`src/hdl/ilc_pkg.sv`:
```
// ----------------------------------------------------------------------------
// ilc_pkg: shared types and constants of the integer literal converter
// Mode codes, error codes, radix selects and the front-to-back request.
// ----------------------------------------------------------------------------
package ilc_pkg;

   localparam int CHAR_W  = 8;
   localparam int VALUE_W = 64;
   localparam int ERR_W   = 2;
   localparam int CNT_W   = 5;
   localparam int DIGIT_W = 4;

   localparam logic [CNT_W-1:0] CNT_MAX = {CNT_W{1'b1}};
   localparam logic [CNT_W-1:0] MAX_LEN = CNT_W'(20);

   // front-to-back queue
   localparam int Q_DEPTH = 2;
   localparam int Q_PTR_W = $clog2(Q_DEPTH);
   localparam int Q_CNT_W = $clog2(Q_DEPTH + 1);

   localparam logic [ERR_W-1:0] ERR_NONE  = 2'd0;
   localparam logic [ERR_W-1:0] ERR_LONG  = 2'd1;
   localparam logic [ERR_W-1:0] ERR_DIGIT = 2'd2;

   localparam logic [CHAR_W-1:0] CASE_BIT = 8'h20;

   typedef enum logic [2:0] {
      MODE_START = 3'd0,
      MODE_ZERO  = 3'd1,
      MODE_DEC   = 3'd2,
      MODE_OCT   = 3'd3,
      MODE_HEX   = 3'd4,
      MODE_BIN   = 3'd5
   } mode_type;

   typedef enum logic [1:0] {
      RADIX_DEC = 2'd0,
      RADIX_OCT = 2'd1,
      RADIX_HEX = 2'd2,
      RADIX_BIN = 2'd3
   } radix_type;

   // one classified character, front to back
   typedef struct packed {
      logic                take;      // character is a digit position
      logic                digit_ok;  // valid digit for the radix
      logic [DIGIT_W-1:0]  digit;
      radix_type           radix;
      logic                last;
      logic                too_long;
   } op_type;

   // digit value of a character, bit DIGIT_W set when it is a hex digit at all
   function automatic logic [DIGIT_W:0] hex_digit(input logic [CHAR_W-1:0] c);
      logic [CHAR_W-1:0] lc;
      logic [CHAR_W-1:0] d;
      lc = c | CASE_BIT;
      hex_digit = '0;
      if (c >= "0" && c <= "9") begin
         d = c - CHAR_W'("0");
         hex_digit = {1'b1, d[DIGIT_W-1:0]};
      end else if (lc >= "a" && lc <= "f") begin
         d = lc - CHAR_W'("a") + CHAR_W'(10);
         hex_digit = {1'b1, d[DIGIT_W-1:0]};
      end
   endfunction

endpackage

```
`src/hdl/ilc_front.sv`:
```
// ----------------------------------------------------------------------------
// ilc_front: prefix tracking and character classification
// Follows the radix prefix and the length, and turns each character into a
// request for the accumulator stage.
// ----------------------------------------------------------------------------
module ilc_front (
   input  logic                      clock,
   input  logic                      reset,
   input  logic                      in_valid,
   input  logic [ilc_pkg::CHAR_W-1:0] in_char,
   input  logic                      in_last,
   output ilc_pkg::op_type           op
);

   ilc_pkg::mode_type             mode_ff, mode_in;
   logic [ilc_pkg::CNT_W-1:0]     count_ff, count_in;
   logic [ilc_pkg::CNT_W-1:0]     count_inc;
   logic [ilc_pkg::DIGIT_W:0]     hd;
   logic [ilc_pkg::CHAR_W-1:0]    lc;
   ilc_pkg::radix_type            radix;
   logic                          take;
   logic                          in_range;

   assign hd = ilc_pkg::hex_digit(in_char);
   assign lc = in_char | ilc_pkg::CASE_BIT;
   assign count_inc = (count_ff < ilc_pkg::CNT_MAX) ? count_ff + 1'b1 : count_ff;

   always_ff @(posedge clock) begin
      if (reset) begin
         mode_ff  <= ilc_pkg::MODE_START;
         count_ff <= '0;
      end else begin
         mode_ff  <= mode_in;
         count_ff <= count_in;
      end
   end

   always_comb begin
      mode_in  = mode_ff;
      count_in = count_ff;
      take     = 1'b1;
      radix    = ilc_pkg::RADIX_DEC;
      unique case (mode_ff)
         ilc_pkg::MODE_START: begin
            if (in_char == "0") begin
               mode_in = ilc_pkg::MODE_ZERO;
               take    = 1'b0;
            end else begin
               mode_in = ilc_pkg::MODE_DEC;
            end
         end
         ilc_pkg::MODE_ZERO: begin
            radix = ilc_pkg::RADIX_OCT;
            if (lc == "x") begin
               mode_in = ilc_pkg::MODE_HEX;
               take    = 1'b0;
            end else if (lc == "b") begin
               mode_in = ilc_pkg::MODE_BIN;
               take    = 1'b0;
            end else begin
               mode_in = ilc_pkg::MODE_OCT;
            end
         end
         ilc_pkg::MODE_OCT: radix = ilc_pkg::RADIX_OCT;
         ilc_pkg::MODE_HEX: radix = ilc_pkg::RADIX_HEX;
         ilc_pkg::MODE_BIN: radix = ilc_pkg::RADIX_BIN;
         default:           radix = ilc_pkg::RADIX_DEC;
      endcase
      if (in_valid) begin
         count_in = count_inc;
         if (in_last) begin
            mode_in  = ilc_pkg::MODE_START;
            count_in = '0;
         end
      end else begin
         mode_in = mode_ff;
      end
   end

   always_comb begin
      unique case (radix)
         ilc_pkg::RADIX_DEC: in_range = hd[ilc_pkg::DIGIT_W-1:0] < 4'd10;
         ilc_pkg::RADIX_OCT: in_range = hd[ilc_pkg::DIGIT_W-1:0] < 4'd8;
         ilc_pkg::RADIX_BIN: in_range = hd[ilc_pkg::DIGIT_W-1:0] < 4'd2;
         default:            in_range = 1'b1;
      endcase
   end

   assign op.take     = take;
   assign op.digit_ok = hd[ilc_pkg::DIGIT_W] & in_range;
   assign op.digit    = hd[ilc_pkg::DIGIT_W-1:0];
   assign op.radix    = radix;
   assign op.last     = in_last;
   assign op.too_long = count_inc > ilc_pkg::MAX_LEN;

endmodule

```
`src/hdl/ilc_queue.sv`:
```
// ----------------------------------------------------------------------------
// ilc_queue: short request queue between front and back
// Registered full and empty, so neither side sees the other's handshake.
// ----------------------------------------------------------------------------
module ilc_queue (
   input  logic            clock,
   input  logic            reset,
   input  logic            push,
   input  ilc_pkg::op_type push_op,
   output logic            full,
   input  logic            pop,
   output ilc_pkg::op_type pop_op,
   output logic            empty
);

   ilc_pkg::op_type                 slot_ff [ilc_pkg::Q_DEPTH];
   logic [ilc_pkg::Q_PTR_W-1:0]     wr_ff, wr_in;
   logic [ilc_pkg::Q_PTR_W-1:0]     rd_ff, rd_in;
   logic [ilc_pkg::Q_CNT_W-1:0]     cnt_ff, cnt_in;
   logic                            do_push, do_pop;

   localparam logic [ilc_pkg::Q_PTR_W-1:0] LAST_PTR = ilc_pkg::Q_PTR_W'(ilc_pkg::Q_DEPTH - 1);
   localparam logic [ilc_pkg::Q_CNT_W-1:0] FULL_CNT = ilc_pkg::Q_CNT_W'(ilc_pkg::Q_DEPTH);

   assign full    = cnt_ff == FULL_CNT;
   assign empty   = cnt_ff == '0;
   assign do_push = push & ~full;
   assign do_pop  = pop & ~empty;
   assign pop_op  = slot_ff[rd_ff];

   always_comb begin
      wr_in  = wr_ff;
      rd_in  = rd_ff;
      cnt_in = cnt_ff;
      if (do_push) wr_in = (wr_ff == LAST_PTR) ? '0 : wr_ff + 1'b1;
      if (do_pop)  rd_in = (rd_ff == LAST_PTR) ? '0 : rd_ff + 1'b1;
      if (do_push && !do_pop)      cnt_in = cnt_ff + 1'b1;
      else if (do_pop && !do_push) cnt_in = cnt_ff - 1'b1;
   end

   always_ff @(posedge clock) begin
      if (reset) begin
         wr_ff  <= '0;
         rd_ff  <= '0;
         cnt_ff <= '0;
      end else begin
         wr_ff  <= wr_in;
         rd_ff  <= rd_in;
         cnt_ff <= cnt_in;
      end
   end

   always_ff @(posedge clock) begin
      if (do_push) slot_ff[wr_ff] <= push_op;
   end

`ifndef SYNTHESIS
   a_cnt_bound: assert property (@(posedge clock) disable iff (reset)
      cnt_ff <= FULL_CNT)
      else $error("queue count over depth");
   a_cnt_track: assert property (@(posedge clock) disable iff (reset)
      (do_push && !do_pop) |=> cnt_ff == $past(cnt_ff) + 1'b1)
      else $error("queue count missed a push");
   a_ptr_gap: assert property (@(posedge clock) disable iff (reset)
      (cnt_ff == '0 || cnt_ff == FULL_CNT) |-> wr_ff == rd_ff)
      else $error("queue pointers out of step");
`endif

endmodule

```
`src/hdl/ilc_back.sv`:
```
// ----------------------------------------------------------------------------
// ilc_back: accumulator and result register
// Applies acc = acc * radix + digit with shift-and-add and holds the result
// until it is taken.
// ----------------------------------------------------------------------------
module ilc_back (
   input  logic                             clock,
   input  logic                             reset,
   input  ilc_pkg::op_type                  op,
   input  logic                             op_valid,
   output logic                             op_take,
   output logic                             res_valid,
   input  logic                             res_pop,
   output logic [ilc_pkg::VALUE_W-1:0]      res_value,
   output logic [ilc_pkg::ERR_W-1:0]        res_error
);

   logic [ilc_pkg::VALUE_W-1:0] acc_ff, acc_in;
   logic [ilc_pkg::ERR_W-1:0]   err_ff, err_in;
   logic                        res_valid_ff, res_valid_in;
   logic [ilc_pkg::VALUE_W-1:0] res_value_ff, res_value_in;
   logic [ilc_pkg::ERR_W-1:0]   res_error_ff, res_error_in;
   logic [ilc_pkg::VALUE_W-1:0] acc_mul, acc_upd;
   logic [ilc_pkg::ERR_W-1:0]   err_upd;

   assign op_take = op_valid & (~res_valid_ff | res_pop);

   always_comb begin
      unique case (op.radix)
         ilc_pkg::RADIX_DEC: acc_mul = (acc_ff << 3) + (acc_ff << 1);
         ilc_pkg::RADIX_OCT: acc_mul = acc_ff << 3;
         ilc_pkg::RADIX_HEX: acc_mul = acc_ff << 4;
         default:            acc_mul = acc_ff << 1;
      endcase
   end

   always_comb begin
      acc_upd = acc_ff;
      err_upd = err_ff;
      if (op.take) begin
         if (op.digit_ok) acc_upd = acc_mul + ilc_pkg::VALUE_W'(op.digit);
         else             err_upd = ilc_pkg::ERR_DIGIT;
      end

      acc_in       = acc_ff;
      err_in       = err_ff;
      res_valid_in = res_valid_ff & ~res_pop;
      res_value_in = res_value_ff;
      res_error_in = res_error_ff;
      if (op_take) begin
         if (op.last) begin
            acc_in       = '0;
            err_in       = ilc_pkg::ERR_NONE;
            res_valid_in = 1'b1;
            res_value_in = acc_upd;
            res_error_in = op.too_long ? ilc_pkg::ERR_LONG : err_upd;
         end else begin
            acc_in = acc_upd;
            err_in = err_upd;
         end
      end
   end

   always_ff @(posedge clock) begin
      if (reset) begin
         acc_ff       <= '0;
         err_ff       <= ilc_pkg::ERR_NONE;
         res_valid_ff <= 1'b0;
      end else begin
         acc_ff       <= acc_in;
         err_ff       <= err_in;
         res_valid_ff <= res_valid_in;
      end
   end

   always_ff @(posedge clock) begin
      res_value_ff <= res_value_in;
      res_error_ff <= res_error_in;
   end

   assign res_valid = res_valid_ff;
   assign res_value = res_value_ff;
   assign res_error = res_error_ff;

`ifndef SYNTHESIS
   a_err_code: assert property (@(posedge clock) disable iff (reset)
      err_ff == ilc_pkg::ERR_NONE || err_ff == ilc_pkg::ERR_DIGIT)
      else $error("sticky error holds a bad code");
   a_clear_after_last: assert property (@(posedge clock) disable iff (reset)
      (op_take && op.last) |=> (acc_ff == '0 && err_ff == ilc_pkg::ERR_NONE))
      else $error("accumulator not cleared after last character");
   a_no_overwrite: assert property (@(posedge clock) disable iff (reset)
      (res_valid_ff && !res_pop) |-> !op_take)
      else $error("result register overwritten while waiting");
`endif

endmodule

```
`src/hdl/integer_literal_converter.sv`:
```
// ----------------------------------------------------------------------------
// integer_literal_converter: C integer literal to 64-bit value
// Characters come in one per request; the last one yields value and error.
//
//   channel   ports                                   handshake
//   request   req_character, req_last_char            req_push / req_full
//   response  rsp_value, rsp_error                    rsp_empty / rsp_pop
//
// One character per cycle sustained while no result waits unpopped; the
// accumulator update in the back stage (one 64-bit shift-and-add per cycle) sets that rate.
// A last character is registered in a queue slot and then in the result register
// before it shows up on the response ports.
// Reset clears prefix state, length count, accumulator, the request queue and the result valid flag.
// req_full rises only when the two-entry queue fills behind a held response.
// ----------------------------------------------------------------------------
module integer_literal_converter (
   input  logic                               clock,
   input  logic                               reset,
   input  logic                               req_push,
   output logic                               req_full,
   input  logic [ilc_pkg::CHAR_W-1:0]         req_character,
   input  logic                               req_last_char,
   output logic                               rsp_empty,
   input  logic                               rsp_pop,
   output logic signed [ilc_pkg::VALUE_W-1:0] rsp_value,
   output logic [ilc_pkg::ERR_W-1:0]          rsp_error
);

   ilc_pkg::op_type             front_op, back_op;
   logic                        accept;
   logic                        q_empty;
   logic                        back_take;
   logic                        res_valid;
   logic [ilc_pkg::VALUE_W-1:0] res_value;

   assign accept = req_push & ~req_full;

   ilc_front u_front (
      .clock    (clock),
      .reset    (reset),
      .in_valid (accept),
      .in_char  (req_character),
      .in_last  (req_last_char),
      .op       (front_op)
   );

   ilc_queue u_queue (
      .clock   (clock),
      .reset   (reset),
      .push    (req_push),
      .push_op (front_op),
      .full    (req_full),
      .pop     (back_take),
      .pop_op  (back_op),
      .empty   (q_empty)
   );

   ilc_back u_back (
      .clock     (clock),
      .reset     (reset),
      .op        (back_op),
      .op_valid  (~q_empty),
      .op_take   (back_take),
      .res_valid (res_valid),
      .res_pop   (rsp_pop),
      .res_value (res_value),
      .res_error (rsp_error)
   );

   assign rsp_empty = ~res_valid;
   assign rsp_value = signed'(res_value);

endmodule

```
`config.mk`:
```
export PLATFORM = sky130hd
export DESIGN_NAME = integer_literal_converter
export DESIGN_NICKNAME = d
export VERILOG_FILES = /design/src/hdl/ilc_pkg.sv /design/src/hdl/ilc_front.sv /design/src/hdl/ilc_queue.sv /design/src/hdl/ilc_back.sv /design/src/hdl/integer_literal_converter.sv
export SDC_FILE = /design/constraint.sdc
export NUM_CORES = 1
export LEC_CHECK = 0
export BUFFER_PORTS_ARGS = -buffer_cell sky130_fd_sc_hd__buf_4
export CAP_MARGIN = 15
export CORE_AREA = 2 2 187 189
export CTS_CLUSTER_SIZE = 10
export DETAILED_ROUTE_END_ITERATION = 8
export DIE_AREA = 0 0 189 191
export GPL_ROUTABILITY_DRIVEN = 1
export SLEW_MARGIN = 25
export SYNTH_ARGS = -nofsm -noshare
export SYNTH_HDL_FRONTEND = slang
export SYNTH_SLANG_ARGS = --single-unit
```
`constraint.sdc`:
```
create_clock -name clock -period 5.4 [get_ports clock]
set_input_delay 0.81 -clock clock [delete_from_list [all_inputs] [get_ports clock]]
set_output_delay 0.81 -clock clock [all_outputs]
set_load 0.05 [all_outputs]
```
[Word level (Yosys, flattened, before mapping)]
Memories as Yosys holds them, arrays and structs flattened. A register that Yosys moved wholly into a read port is not among the register bits.
Cells that the tools add are included.
Word-level totals
  register bits: 145
  output and inout bits: 68
  memories kept: 1
  RAM bits: 20
  bits of input ports: 13
  logic and storage cells: 99
Cells by class
  add/sub/neg operators: 10
  mux-type cells: 32
  bitwise operators: 10
  reductions and logical operators: 15
  order comparisons: 9
  equal/unequal tests: 12
Memory list
  u_queue.slot_ff: words 2, width 10, rd ports 1, clocked after memory_dff 1, write ports 1, RTL line ilc_queue.sv:16  | ilc_pkg::op_type slot_ff [ilc_pkg::Q_DEPTH];
Operators by type and width (count)
  64-bit 2-to-1 mux: 3
  64-bit case mux with 3 select lines: 1
  64-bit by 4-bit adder with 64-bit output: 1
  64-bit adder: 1
  5-bit 2-to-1 mux: 4
  7-bit by 6-bit equality test with 1-bit output (second input constant): 2
  2-bit 2-to-1 mux: 6
  1-bit 2-to-1 mux: 11
  3-bit 2-to-1 mux: 3
  8-bit by 6-bit equality test with 1-bit output (second input constant): 1
  8-bit by 6-bit >= comparator with 1-bit output (second input constant): 1
  8-bit by 7-bit >= comparator with 1-bit output (second input constant): 1
  8-bit by 6-bit less-or-equal comparator with 1-bit output (second input constant): 1
  8-bit by 7-bit less-or-equal comparator with 1-bit output (second input constant): 1
  4-bit less-than comparator (second input constant): 2
  4-bit by 1-bit subtractor with 4-bit output (second input constant): 2
  2-bit equality test (second input constant): 3
  3-bit equality test (second input constant): 2
  2-bit logical NOT: 3
  2-bit case mux with 3 select lines: 1
  3-bit case mux with 2 select lines: 1
  5-bit by 1-bit adder with 5-bit output (second input constant): 1
  1-bit AND: 5
  5-bit greater-than comparator (second input constant): 1
  other kinds (20): 30

[Longest topological paths before layout]
  depth in word-level cells: 7
  gate-level depth with buffers: 19
  gate-level depth less buffers: 15

[Cells and area by module]
From an unflattened synthesis, not the netlist that was laid out.
Second synthesis, totals
  cell total of the unflattened synthesis: 1833
  area, all modules: 14810.5 um^2
Modules (own cells, without submodules)
  ilc_back: instances 1, cells an instance 1672, area an instance 13046.3 um^2, seq. area each 3323.2 um^2
  ilc_queue: instances 1, cells an instance 56, area an instance 935.9 um^2, seq. area each 700.7 um^2
  ilc_front: instances 1, cells an instance 102, area an instance 807.0 um^2, seq. area each 160.2 um^2
  integer_literal_converter: instances 1, cells an instance 3, area an instance 21.3 um^2, seq. area each 0.0 um^2

[Worst setup path before layout]
No wires, ideal clock.
  path kind: reg2reg
  from: register with a tool-made name
  to: register u_back.res_value_ff (netlist bit u_back.res_value[50]) (data pin)
  library setup time: 260 ps
  clock period less this slack: 4687 ps
  required time: 5140 ps
  setup slack: 713 ps
  stages on the path, launching flop included: 18
  path buffers: 3
  data arrival time: 4427 ps
  cell sequence: dfxtp_1 buf_4 mux2i_2 buf_2 buf_1 mux2i_1 o21ai_0 ha_1 a21o_1 nand3_1 a21oi_1 nand3_1 or4_1 nor2_4 nand4_4 nor4_1 xnor2_1 mux2_2
RTL lines
  end signal: assignment: RTL line ilc_back.sv:77  | res_value_ff <= res_value_in;
  end: declaration: RTL line ilc_back.sv:21  | logic [ilc_pkg::VALUE_W-1:0] res_value_ff, res_value_in;

[Worst setup path after layout]
  from: register u_back.acc_ff[14] (netlist bit)
  to: register u_back.res_value_ff (netlist bit u_back.res_value[60]) (data pin)
On the way
  cells in the longest elaborated chain, start to end: 5
RTL lines
  start: declaration: RTL line ilc_back.sv:18  | logic [ilc_pkg::VALUE_W-1:0] acc_ff, acc_in;
  start signal: assignment: RTL line ilc_back.sv:70  | acc_ff <= acc_in;
  64-bit adder: RTL line ilc_back.sv:30  | ilc_pkg::RADIX_DEC: acc_mul = (acc_ff << 3) + (acc_ff << 1);
  64-bit case mux with 3 select lines *: RTL line ilc_back.sv:29  | unique case (op.radix)
  64-bit by 4-bit adder with 64-bit output *: RTL line ilc_back.sv:41  | if (op.digit_ok) acc_upd = acc_mul + ilc_pkg::VALUE_W'(op.digit);
  64-bit 2-to-1 mux *: RTL line ilc_back.sv:41
  64-bit 2-to-1 mux *: RTL line ilc_back.sv:40  | if (op.take) begin
  net u_back.acc_upd, one bit: RTL line ilc_back.sv:23  | logic [ilc_pkg::VALUE_W-1:0] acc_mul, acc_upd;
The timed path passes the listed nets; every way through them passes the cells marked *.
A chain may end at the register's enable or synchronous reset.

==> impl_metrics.tcl <==
set metrics [dict create \
    status "finished clean" \
    dr.first_iter.drc_count 1042 \
    worstPathCellList "ha_1, a21oi_1, o21ai_1, a311oi_2, o211ai_1, a31o_1, a32o_1, nand3b_1, or4b_4, or4b_4, nor4_2, xor2_1, mux2_2" \
    core_um2 34100 \
    synth.most_common_cell "nor2_1" \
    io_buffers 80 \
    path_clk_slew_ns 0.07 \
    drc 0 \
    insertion_delay_ns 0.44 \
    ir_drop_mv 0.292 \
    cp-start-kind "flip-flop" \
    synthMuxAreaShare_pct 4.25 \
    ys.flop_type "edfxtp_1" \
    synth_top_family_by_area "compound AO/OA/AOI/OAI gates" \
    nets 2014 \
    synth_area_um2 14500 \
    numCtsBuffers 17 \
    fin_setup_tns_ns 0 \
    timing.clock.skew_ns 0.0162 \
    fin_area_um2 16600 \
    synthCells 1849 \
    die_w_um 189 \
    vias 15059 \
    place_hpwl_um 43000 \
    pin_count 81 \
    yosysSeqAreaShare_pct 28.8 \
    cts_setup_buffers 0 \
    rows 68 \
    crit_path_max_incr_delay_ns 0.58 \
    hold_violations 0 \
    die_y_um 191 \
    holdBufCountCts 0 \
    viasPerCell 6.28 \
    crit_required_ns 5.59 \
    yosys.area_share.simple_pct 24.6 \
    die_area_um2 36100 \
    gp_congestion 1.00 \
    critPathBufInv 0 \
    end_kind "flip-flop" \
    cts_tree "built" \
    diodes 0 \
    fin_crit_sh_pct 96.2 \
    grt_usage_pct 30.2 \
    antenna_found_initial 0 \
    relSlewSlack_pct 24.9 \
    clkSinkCount 166 \
    grt_max_degree 72 \
    hp-class "flip-flop to flip-flop" \
    netlist.area_leader.share_pct 17.8 \
    setup_violations 0 \
    drive_above_1_share_pct 14.2 \
    synth-seq-cells 166 \
    power_leakage_nw 6.05 \
    criticalPathCategory "flip-flop to flip-flop" \
    period_minus_slack_ns 5.19 \
    dpl-instance-area_um2 16000 \
    ys_types 96 \
    synth_compound_gate_area_share_pct 27.5 \
    drtAntennaViolNets 0 \
    cp_max_fo 8 \
    synth.net_count 1934 \
    worst-slew-pin-transition_ns 1.12 \
    htree_num_levels 4 \
    crit_slowest_cell "or4b_4" \
    synth_common_cells "232 x nor2_1, 227 x nand2_1, 178 x a21oi_1" \
    clock_path_buffers 2 \
    critPathArrivalTime_ns 5.39 \
    grt_pass1_wl_um 83600 \
    start_util_pct 42.6 \
    final-max-slew-violation-count 0 \
    synth_fa_ha_area_share_pct 6.30 \
    crit_top_cell "or4b_4" \
    firstDrtPassIters 6 \
    synth_async_sr_flop_share_pct 0 \
    power_density_nw_per_um2 380 \
    multiInputGateArea_um2 9920 \
    rsz0062_at_grt "no" \
    wire_per_inst_um 23.1 \
    first_global_vias 14464 \
    fmax_ghz 0.193 \
    seq_area_um2 4180 \
    cap_violations 0 \
    postSynthAreaPerCell_um2 7.86 \
    synth_top_area_cell "edfxtp_1" \
    yosys-top-cells-area "edfxtp_1 18%, dfxtp_1 11%, a21oi_1 6.1%" \
    synth-edff-count 86 \
    totalWireLength_um 55500 \
    fillers 3391 \
    yosys_warnings 0 \
    cts_root_buf "clkbuf_16" \
    syn_to_final_growth_pct 14.1 \
    cpLargestDelayFamily "compound AO/OA/AOI/OAI gates" \
    overflow 0 \
    yosys.area_share.xor_xnor_pct 5.06 \
]
==> path summary, 6_finish.rpt <==
check | from | end | slack, ns | cells past startpoint
setup / recovery | u_back.acc_ff[14] | u_back.res_value[60] | 0.21 | 13
hold / removal | u_back.acc_ff[63] | u_back.acc_ff[63] | 0.48 | 1
setup reg to reg | u_back.acc_ff[14] | u_back.res_value[60] | 0.21 | 13
hold reg to reg | u_back.acc_ff[63] | u_back.acc_ff[63] | 0.48 | 1
==> layout by cell type (no fill, tap or decap), types with 7 or more instances in the layout <==
master / netlist / routed
or2_2: 9 / 9
or3_1: 12 / 12
dfxtp_1: 80 / 80
a21o_1: 19 / 19
a2111oi_0: 8 / 7
and2_1: 12 / 12
xor2_1: 35 / 35
and4_1: 10 / 10
a22o_1: 21 / 21
o2111ai_1: 7 / 7
o21a_1: 25 / 24
nor2_1: 232 / 229
o31ai_1: 9 / 9
a31oi_1: 23 / 22
xnor2_1: 49 / 49
nand2b_1: 18 / 18
mux2_2: 26 / 26
nand4_1: 43 / 43
o21ai_0: 124 / 124
nor2b_1: 10 / 10
nand3_1: 42 / 42
clkbuf_16: 0 / 17
and3_1: 17 / 17
a211oi_1: 20 / 19
a21oi_1: 178 / 178
mux2i_1: 28 / 27
a22oi_1: 35 / 35
ha_1: 70 / 70
o211ai_1: 19 / 19
o21ai_1: 13 / 12
nor3_1: 43 / 42
nor4_1: 17 / 17
nand2_1: 227 / 227
edfxtp_1: 86 / 86
buf_4: 2 / 159
nor3b_1: 7 / 7
a211o_1: 10 / 10
inv_1: 22 / 22
==> registers in the layout, indices dropped and copies added, names as in the netlist, named ones only <==
register and flops:
u_queue.rd_ff 1, u_front.count_ff 5, u_back.res_valid 1, u_front.mode_ff 3, u_queue.slot_ff 20, u_queue.wr_ff 1
u_back.err_ff 2, u_back.res_value 64, u_back.acc_ff 64, u_back.res_error 2, u_queue.cnt_ff 2
==> where the power goes <==
group,internal (W),leakage (nW),switching [W],total [W]
clock network,0.000700,0.291,0.000526,0.00123
logic,0.000945,4.30,0.00232,0.00327
registers,0.00164,1.46,0.000158,0.00180
==> cell type report <==
class,instances,share of cell area (%)
repair buffers,161,7.44
inverters,23,0.521
clock buffers,19,2.67
clock inverters,13,0.868
multi-input cells,1560,59.8
well taps,455,3.43
flip-flops and latches,166,25.2
==> metrics by stage <==
stage	power [W]	hold WS, ns	utilization (%)	setup slack, ns	cells
6_report	0.00629	0.485	48.6	0.207	2397
4_1_cts	0.00629	0.480	48.5	0.0471	2397
5_1_grt	0.00658	0.494	48.6	0.0197	2397
3_3_place_gp	0.00502	0.455	46.8	0.178	2365
3_5_place_dp	0.00504	0.465	46.8	0.0669	2365
2_1_floorplan	0.00395	0.439	-	0.713	1849
==> metal layers <==
| layer | vias to the layer above | share of wire, % | global-route usage (%) |
|---|---|---|---|
| met5 | - | 0 | 0 |
| met4 | 0 | 8.4 | 22.9 |
| met3 | 188 | 4.0 | 3.23 |
| met2 | 513 | 48 | 52.6 |
| met1 | 7207 | 39 | 34.2 |
| li1 | 7151 | - | - |
==> cell families (layout without fill, tap and decap cells) <==
logic type,count (synthesis),after routing
AND/OR/NAND/NOR,739,739
AO/OA/AOI/OAI,608,608
adder cells (fa/ha/maj),72,72
XOR/XNOR,84,84
multiplexers,57,57
flip-flops,166,166
buffers and inverters,123,216
==> what timing repair did <==
item,in CTS,in global routing
resized for setup,0,7
endpoints found under the setup margin,0,15
endpoints found under the hold margin,0,0
Note: power is estimated with default switching activity, not from simulation.
